## src/sv/retenc_pkg.sv

```systemverilog
// Package for the REMB estimate throttle and encoder.
// Holds shared constants, status codes and controller/datapath structs.
// No dependencies.
package retenc_pkg;

    localparam int TABLE_DEPTH_DEF = 64;
    localparam logic [31:0] KBPS_CAP = 32'd4294967;
    localparam logic [17:0] MANT_MAX = 18'h3FFFF;
    localparam logic [5:0] EXP_MAX = 6'd63;
    localparam logic [15:0] MIN_INTERVAL_RST = 16'd500;
    localparam logic [6:0] MIN_CHANGE_RST = 7'd5;

    localparam logic [2:0] ST_SENT = 3'd0;
    localparam logic [2:0] ST_SUPPRESSED = 3'd1;
    localparam logic [2:0] ST_REJECTED = 3'd2;
    localparam logic [2:0] ST_REMOVED = 3'd3;
    localparam logic [2:0] ST_SENT_FULL = 3'd4;

    localparam logic CMD_ESTIMATE = 1'b0;
    localparam logic CMD_REMOVE = 1'b1;

    localparam logic [0:0] CFG_MIN_INTERVAL = 1'd0;
    localparam logic [0:0] CFG_MIN_CHANGE = 1'd1;

    typedef struct packed {
        logic load;        // capture input transaction
        logic scan_start;  // reset scan index
        logic scan_step;   // compare one entry, advance
        logic rd_req;      // read payload of hit slot
        logic div_start;
        logic div_step;
        logic enc_step;
        logic wr_entry;    // record estimate in slot
        logic clr_entry;   // invalidate hit slot
    } retenc_cmd_t;

    typedef struct packed {
        logic is_remove;
        logic reject;
        logic scan_done;
        logic hit;
        logic has_free;
        logic div_done;
        logic enc_done;
        logic suppress;
    } retenc_stat_t;

endpackage

```

## src/sv/retenc_ctrl.sv

```systemverilog
// Controller state machine sequencing scan, divide, encode and result.
// Depends on retenc_pkg.
module retenc_ctrl (
    input  logic                      clk,
    input  logic                      rst_n,
    input  logic                      in_fire,
    input  logic                      out_fire,
    input  retenc_pkg::retenc_stat_t  stat_i,
    output retenc_pkg::retenc_cmd_t   cmd_o,
    output logic                      in_rdy,
    output logic                      out_vld
);
    import retenc_pkg::*;

    localparam logic [2:0] S_IDLE = 3'd0;
    localparam logic [2:0] S_SCAN = 3'd1;
    localparam logic [2:0] S_READ = 3'd2;
    localparam logic [2:0] S_CALC = 3'd3;
    localparam logic [2:0] S_DONE = 3'd4;

    logic [2:0] state_reg;
    logic [2:0] state_next;

    always_ff @(posedge clk or negedge rst_n)
    begin
        if (!rst_n)
            state_reg <= S_IDLE;
        else
            state_reg <= state_next;
    end

    always_comb
    begin
        state_next = state_reg;
        cmd_o = '0;
        in_rdy = 1'b0;
        out_vld = 1'b0;
        unique case (state_reg)
            S_IDLE:
            begin
                in_rdy = 1'b1;
                if (in_fire)
                begin
                    cmd_o.load = 1'b1;
                    cmd_o.scan_start = 1'b1;
                    state_next = S_SCAN;
                end
            end
            S_SCAN:
            begin
                if (!stat_i.is_remove && stat_i.reject)
                    state_next = S_DONE;
                else if (stat_i.scan_done)
                    state_next = S_READ;
                else
                    cmd_o.scan_step = 1'b1;
            end
            S_READ:
            begin
                cmd_o.rd_req = 1'b1;
                state_next = S_CALC;
            end
            S_CALC:
            begin
                cmd_o.div_start = 1'b1;
                state_next = S_DONE;
            end
            S_DONE:
            begin
                cmd_o.div_step = 1'b1;
                cmd_o.enc_step = 1'b1;
                if (stat_i.div_done && stat_i.enc_done)
                begin
                    out_vld = 1'b1;
                    if (out_fire)
                    begin
                        cmd_o.clr_entry = stat_i.is_remove;
                        cmd_o.wr_entry = !stat_i.is_remove && !stat_i.reject
                            && !stat_i.suppress && (stat_i.hit || stat_i.has_free);
                        state_next = S_IDLE;
                    end
                end
            end
            default: state_next = S_IDLE;
        endcase
    end
endmodule

```

## config.mk

```make
export PLATFORM = sky130hd
export DESIGN_NAME = retenc_ctrl
export DESIGN_NICKNAME = d
export VERILOG_FILES = /design/src/sv/retenc_pkg.sv /design/src/sv/retenc_ctrl.sv
export SDC_FILE = /design/constraint.sdc
export NUM_CORES = 1
export LEC_CHECK = 0
export BUFFER_PORTS_ARGS = -buffer_cell sky130_fd_sc_hd__buf_2
export CAP_MARGIN = 10
export CORE_AREA = 2 2 39 41
export CTS_CLUSTER_SIZE = 14
export DETAILED_ROUTE_END_ITERATION = 16
export DIE_AREA = 0 0 41 43
export PLACE_DENSITY_LB_ADDON = 0.05
export SYNTH_ARGS = -nofsm -noshare
export SYNTH_HDL_FRONTEND = slang
export SYNTH_SLANG_ARGS = --single-unit
```

## constraint.sdc

```tcl
create_clock -name clk -period 2.4 [get_ports clk]
set_clock_uncertainty 0.1 [all_clocks]
set_input_delay 0.36 -clock clk [delete_from_list [all_inputs] [get_ports clk]]
set_output_delay 0.36 -clock clk [all_outputs]
set_load 0.03 [all_outputs]
```

# After elaboration in Yosys (flattened, before gate mapping)
# Cells that the tools add are included.
dict set report op_classes {
  n_reduce_logical 11
  eq_ne 8
  muxes 19
}
# cell n
set op_table {}
lappend op_table {{$mux 3} 5}
lappend op_table {{$pmux 3 s5} 1}
lappend op_table {{$mux 1} 8}
lappend op_table {{$mux 2} 4}
lappend op_table {{$eq 3x2->1 const B} 2}
lappend op_table {{$ne 2x2->1 const B} 3}
lappend op_table {{$logic_and 1x1->1} 5}
lappend op_table {{$mux 4} 1}
lappend op_table {{$reduce_and 4->1} 1}
lappend op_table {{$eq 3x1->1 const B} 1}
lappend op_table {{$eq 3x3->1 const B} 1}
lappend op_table {{$logic_not 1->1} 3}
lappend op_table {{$logic_not 3->1} 1}
lappend op_table {{$ne 3x3->1 const B} 1}
lappend op_table {{$logic_or 1x1->1} 1}
dict set report word_totals {
  wordCells 39
  output_inout_bits 11
  in_bits 12
  regBits 3
}

# Logic depth before layout (Yosys ltp)
# Gate-level depths: netlist (run 1).
dict set report depth {
  ltp_word 7
  ltp_mapped 4
  ltp_nobuf 4
}

# Worst setup path before layout (run 1)
# OpenSTA, ideal clock, no wires.
dict set report synth_timing {
  path_kind {reg2out}
  start {reg state_reg[1]}
  end {out cmd_o[8] (netlist name)}
  path_slack_ns 0.144
  stages_incl_launch_ff 4
  arrival_ns 1.796
  required_ns 1.940
  path_buffers 1
  cell_sequence {dfrtp_1 -> nor3_1 -> and2_1 -> buf_4}
}
# item line
set synth_rtl {}
lappend synth_rtl {{from (decl)} retenc_ctrl.sv:21} ;# logic [2:0] state_reg;
lappend synth_rtl {{from (signal assigned)} retenc_ctrl.sv:29} ;# state_reg <= state_next;
lappend synth_rtl {{to (decl)} retenc_ctrl.sv:9} ;# output retenc_pkg::retenc_cmd_t cmd_o,

# Final worst setup path (run 1)
dict set report layout_timing {
  start {reg state_reg[2]}
  end {out out_vld}
}
dict set report layout_between {
  elab_chain_len 2
}
# item line
set layout_rtl {}
lappend layout_rtl {{$eq 3x3->1} retenc_ctrl.sv:38} ;# unique case (state_reg)
lappend layout_rtl {{$mux 1} retenc_ctrl.sv:38}
lappend layout_rtl {{to (decl)} retenc_ctrl.sv:11} ;# output logic out_vld
# No other way between the ends.

==> results.tsv, run 1 <==
metric	value	unit
outcome	completed	
ys_ff_latch	3	
syn_avg_cell_area	8.30	sq um
rsz0062_at_grt	no	
fin_nets	65	
wirelength	683	um
cts_tree	built	
antenna_left	0	
yosysWarnings	0	
cts_sinks	3	
synthesis.area	224	sq um
largest_reg_flops	3	
use_met3	0.0157	
grt_pass1_vias	286	
pre_cts_ws	0.682	ns
period_share	0.816	
row_count	14	
grt_pass1_wl	1.17	mm
required	1.94	ns
synth-edff-count	0	
powerDensity	1130	nW/um^2
r2r-start	state_reg[2]	
fp.dieW	41	um
clockBufferDepth	2	
worst_setup_path_start_kind	flop	
drtPass1Iterations	2	
fin_ws	0.443	ns
critical_path_peak_fanout	4	
cts_resized	0	
grt.overflow.total	0	
layoutNonFillerInstCount	68	
core_area	1380	sq um
diodes	0	
synth_top_area_frac	0.335	
vdd_drop_max	0.000254	V
synth.area.top_cells	dfrtp_1 (34%), nor3_1 (11%), buf_4 (6.7%)	
hp-class	in2async	
grtUsageMet2	0.141	
power_leakage	0.218	nW
drive_gt1_frac	0.577	
path_clk_slew	0.04	ns
grt_max_degree	9	
synth_cell_types	19	
vias	301	
finalHoldViolations	0	
setup_tns	0	ns
max_slew_margin	0.831	
cts_setup_buffers	0	
via_per_inst	4.43	
pin_count	23	
start_util	0.162	
cts-hold-fix-buffers	1	
synth_ff_type	dfrtp_1	
path_class	reg2out	
met1_usage	0.119	
die_h	43	um
antenna_found_initial	0	
drt_iter0_drc	6	
yosysSeqAreaShare	0.335	
place.gp.congestion	0.695	
max_clock_freq	511	MHz
io_buffers	22	
cap_viol_max_count	0	
grt.total_usage	0.107	
area_delta_synth_final	67.6	%
worst_pin_slew	0.253	ns
syn_nets	39	
finalCriticalPeriod	1.96	ns
async_reset_ff_frac	1.00	
clk_latency	0.24	ns
dieArea	1760	sq um
drcViolationCount	0	
yosysTopAreaCell	dfrtp_1	
hpwl	544	um
dp.cells	63	
root_buffer	clkbuf_4	
worstPathArrival	1.50	ns
netlist_instances	27	
cts_htree_levels	1	
finalSetupViolations	0	
slew_viol_final	0	
busiest_layer	met2	
crit_start	state_reg[2]	
cp-end-kind	output port	
wl_per_cell	10.0	um
numCtsBuffers	3	
[logic make-up (layout without fill, tap and decap cells)]
group,Yosys count,in the layout,synth area share
simple gates,13,13,0.341
compound gates,6,6,0.207
buf+inv,5,30,0.117
flops,3,3,0.335
[per-layer routing]
layer,vias up,share of wire
met3,4,0.072
li1,147,-
met4,0,0.061
met5,-,0
met2,17,0.45
met1,133,0.41
[Yosys cell counts, types with 2 or more instances]
cell type  count
buf_4          2
dfrtp_1        3
inv_2          2
nor3_1         5
[power breakdown]
group	internal [mW]	total [mW]	switching [mW]
Combinational	0.0794	0.231	0.152
Clock	0.0624	0.0911	0.0287
Sequential	0.0707	0.103	0.0322
[path summary, 6_finish.rpt]
check	endpoint	slack, ns	cells after the start
min in group clk	state_reg[1]	0.34	2
min reg2reg	state_reg[0]	0.39	1
min	state_reg[0]	0.34	2
max in group asynchronous	state_reg[2]	1.75	2
max	out_vld	0.44	5
max reg2reg	state_reg[2]	1.19	4
[layout make-up]
cell class,instances,area [sq um]
Timing Repair Buffer,23,120
Inverter,3,11.3
Sequential cell,3,75.1
Tap cell,16,20.0
Fill cell,162,1010
Multi-Input combinational cell,19,123
Clock buffer,4,26.3
[per-stage QoR]
| stage | power (mW) | hold slack [ns] | utilization | instance area (sq um) |
|---|---|---|---|---|
| floorplan | 0.279 | -0.0356 | - | 224 |
| global placement | 0.339 | 0.0584 | 0.245 | 339 |
| detailed placement | 0.336 | 0.0576 | 0.245 | 339 |
| CTS | 0.430 | 0.336 | 0.271 | 375 |
| global route | 0.459 | 0.345 | 0.271 | 375 |
| finish | 0.425 | 0.337 | 0.271 | 375 |
[cell usage in the layout (no fill, tap or decap)]
| cell type | count |
|---|---|
| a211o_1 | 1 |
| a211oi_1 | 1 |
| a21oi_1 | 1 |
| a41o_2 | 1 |
| and2_1 | 1 |
| and3_1 | 1 |
| and3_2 | 1 |
| buf_2 | 22 |
| clkbuf_1 | 1 |
| clkbuf_4 | 3 |
| dfrtp_1 | 3 |
| dlygate4sd3_1 | 1 |
| inv_1 | 1 |
| inv_2 | 2 |
| nand2_1 | 1 |
| nand3_1 | 1 |
| nor2_1 | 1 |
| nor3_1 | 5 |
| nor3b_1 | 1 |
| o21ai_0 | 1 |
| o2bb2ai_1 | 1 |
| or3_4 | 1 |
[worst max-delay path, cell delays in order (launching register included)]
cell and delay, ns:
dfrtp_1 0.39, inv_2 0.06, or3_4 0.40, inv_2 0.08
and3_1 0.14, buf_2 0.19
No activity file was read; power rests on OpenSTA's default activity.
==> run 2: changes to the inputs <==
clock period = 1.8 ns   (was 2.4 ns; I/O delays follow)
==> run 2 against run 1 <==
Net effect:
- total power up 48%
- sequential power up 8%
- via count up 5.0%
- non-clock buffer count up 3
- global-route usage up 0.51 points
- cell count up 4.4%
- count of clock-buffer cells in the layout unchanged
- design area up 15%
- sequential share of layout area down 2.6 points
- first-iteration DRC count down 67%
- highest routed layer unchanged
- flip-flop and latch count unchanged
- critical path depth down 1
- critical path type unchanged
==> results.tsv, run 2 (same netlist as run 1, synthesis figures left out) <==
metric	value	unit
diodes	0	
clk_latency	0.24	ns
critical_path_peak_fanout	4	
numCtsBuffers	3	
power_leakage	0.234	nW
finalCriticalPeriod	1.77	ns
worst_pin_slew	0.282	ns
period_share	0.986	
setup_tns	0	ns
cts_sinks	3	
fp.dieW	41	um
final_cell_mix	buf_2 (19), buf_4 (5), nor3_2 (3), clkbuf_4 (3), dfrtp_1 (3)	
grt_pass1_wl	1.19	mm
vdd_drop_max	0.000401	V
r2r-start	state_reg[1]	
pin_count	23	
core_area	1380	sq um
worstPathArrival	1.40	ns
root_buffer	clkbuf_4	
powerDensity	1460	nW/um^2
area_delta_synth_final	92.7	%
grt.total_usage	0.112	
largest_reg_flops	3	
path_class	reg2out	
die_h	43	um
hpwl	598	um
max_slew_margin	0.812	
r2r_cells	3	
crit_start	state_reg[0]	
antenna_found_initial	0	
wirelength	744	um
cp-end-kind	output port	
final_common_cell	buf_2	
grt_pass1_vias	295	
finalSetupViolations	0	
drcViolationCount	0	
rsz0062_at_grt	yes	
max_clock_freq	563	MHz
hp-class	in2reg	
drive_gt1_frac	0.673	
place_area	369	sq um
slew_viol_final	0	
timing.rr.end	state_reg[0]	
drtPass1Iterations	2	
required	1.43	ns
start_util	0.162	
cts_tree	built	
outcome	completed	
vias	316	
via_per_inst	4.45	
place.gp.congestion	0.679	
grt_max_degree	8	
whs	0.240	ns
finalHoldViolations	0	
antenna_left	0	
dieArea	1760	sq um
fin_nets	68	
fin_area	432	sq um
grt.overflow.total	0	
reg2reg_slack	0.55	ns
worst_setup_path_start_kind	flop	
endpoint	out_vld	
path_clk_slew	0.04	ns
cap_viol_max_count	0	
io_buffers	22	
row_count	14	
cts_htree_levels	1	
clockBufferDepth	2	
drt_iter0_drc	2	
wl_per_cell	10.5	um
==> run 2: changes by cell type in the layout (fill, tap and decap cells not counted) <==
cell / change
and3_1: -1
and3_4: +1
buf_2: -3
buf_4: +5
buf_6: +1
inv_2: -1
inv_4: +1
nor3_1: -3
nor3_2: +3
==> run 2: worst max-delay path, cell delays in order (launching register included) <==
cell and delay (ns):
dfrtp_1 0.37, or3_4 0.43, inv_4 0.08, and3_4 0.17, buf_6 0.12
==> run 2: worst min-delay path by stage <==
stage	to	slack (ns)	cells past startpoint	from
detailed placement	state_reg[0]	-0.03	1	rst_n
global placement	state_reg[0]	-0.03	1	rst_n
global route	state_reg[0]	0.25	2	rst_n
finish	state_reg[1]	0.24	2	stat_i[5]
floorplan	state_reg[0]	-0.13	0	rst_n
CTS	state_reg[1]	0.24	2	stat_i[5]
==> run 2: area by class of cell <==
class	count	area (sq um)
clock buffers	4	26.3
well taps	16	20.0
flip-flops and latches	3	75.1
inverters	3	13.8
repair buffers	26	154
multi-input cells	19	143
fillers	163	952
==> run 2: report_power, final <==
part	internal, mW	switching [mW]	leakage [nW]
combinational	0.146	0.248	0.181
clock	0.0834	0.0398	0.0150
sequential	0.0944	0.0166	0.0383
total	0.324	0.305	0.234
==> run 2: routing by layer <==
metal / global-route usage / wire [um]
met2: 0.172 / 406
met3: 0.0471 / 67
met5: 0 / 0
met1: 0.104 / 253
met4: 0.100 / 17
==> run 2: timing repair <==
| item | CTS | global route |
|---|---|---|
| gates resized for setup | 5 | 2 |
| buffers inserted | 1 | 0 |
| pin swaps | 2 | 1 |
| hold endpoints to repair | 3 | 0 |
| endpoints found under the setup margin | 5 | 3 |
| hold buffers | 1 | 0 |
==> run 2: through the flow <==
step	worst slack [ns]	cells	total power, mW	util
detailed placement	0.125	65	0.489	0.267
finish	0.0253	71	0.629	0.312
CTS	0.00339	71	0.643	0.310
floorplan	-0.0797	27	0.382	-
global placement	0.158	65	0.488	0.267
global route	-0.0479	71	0.679	0.312
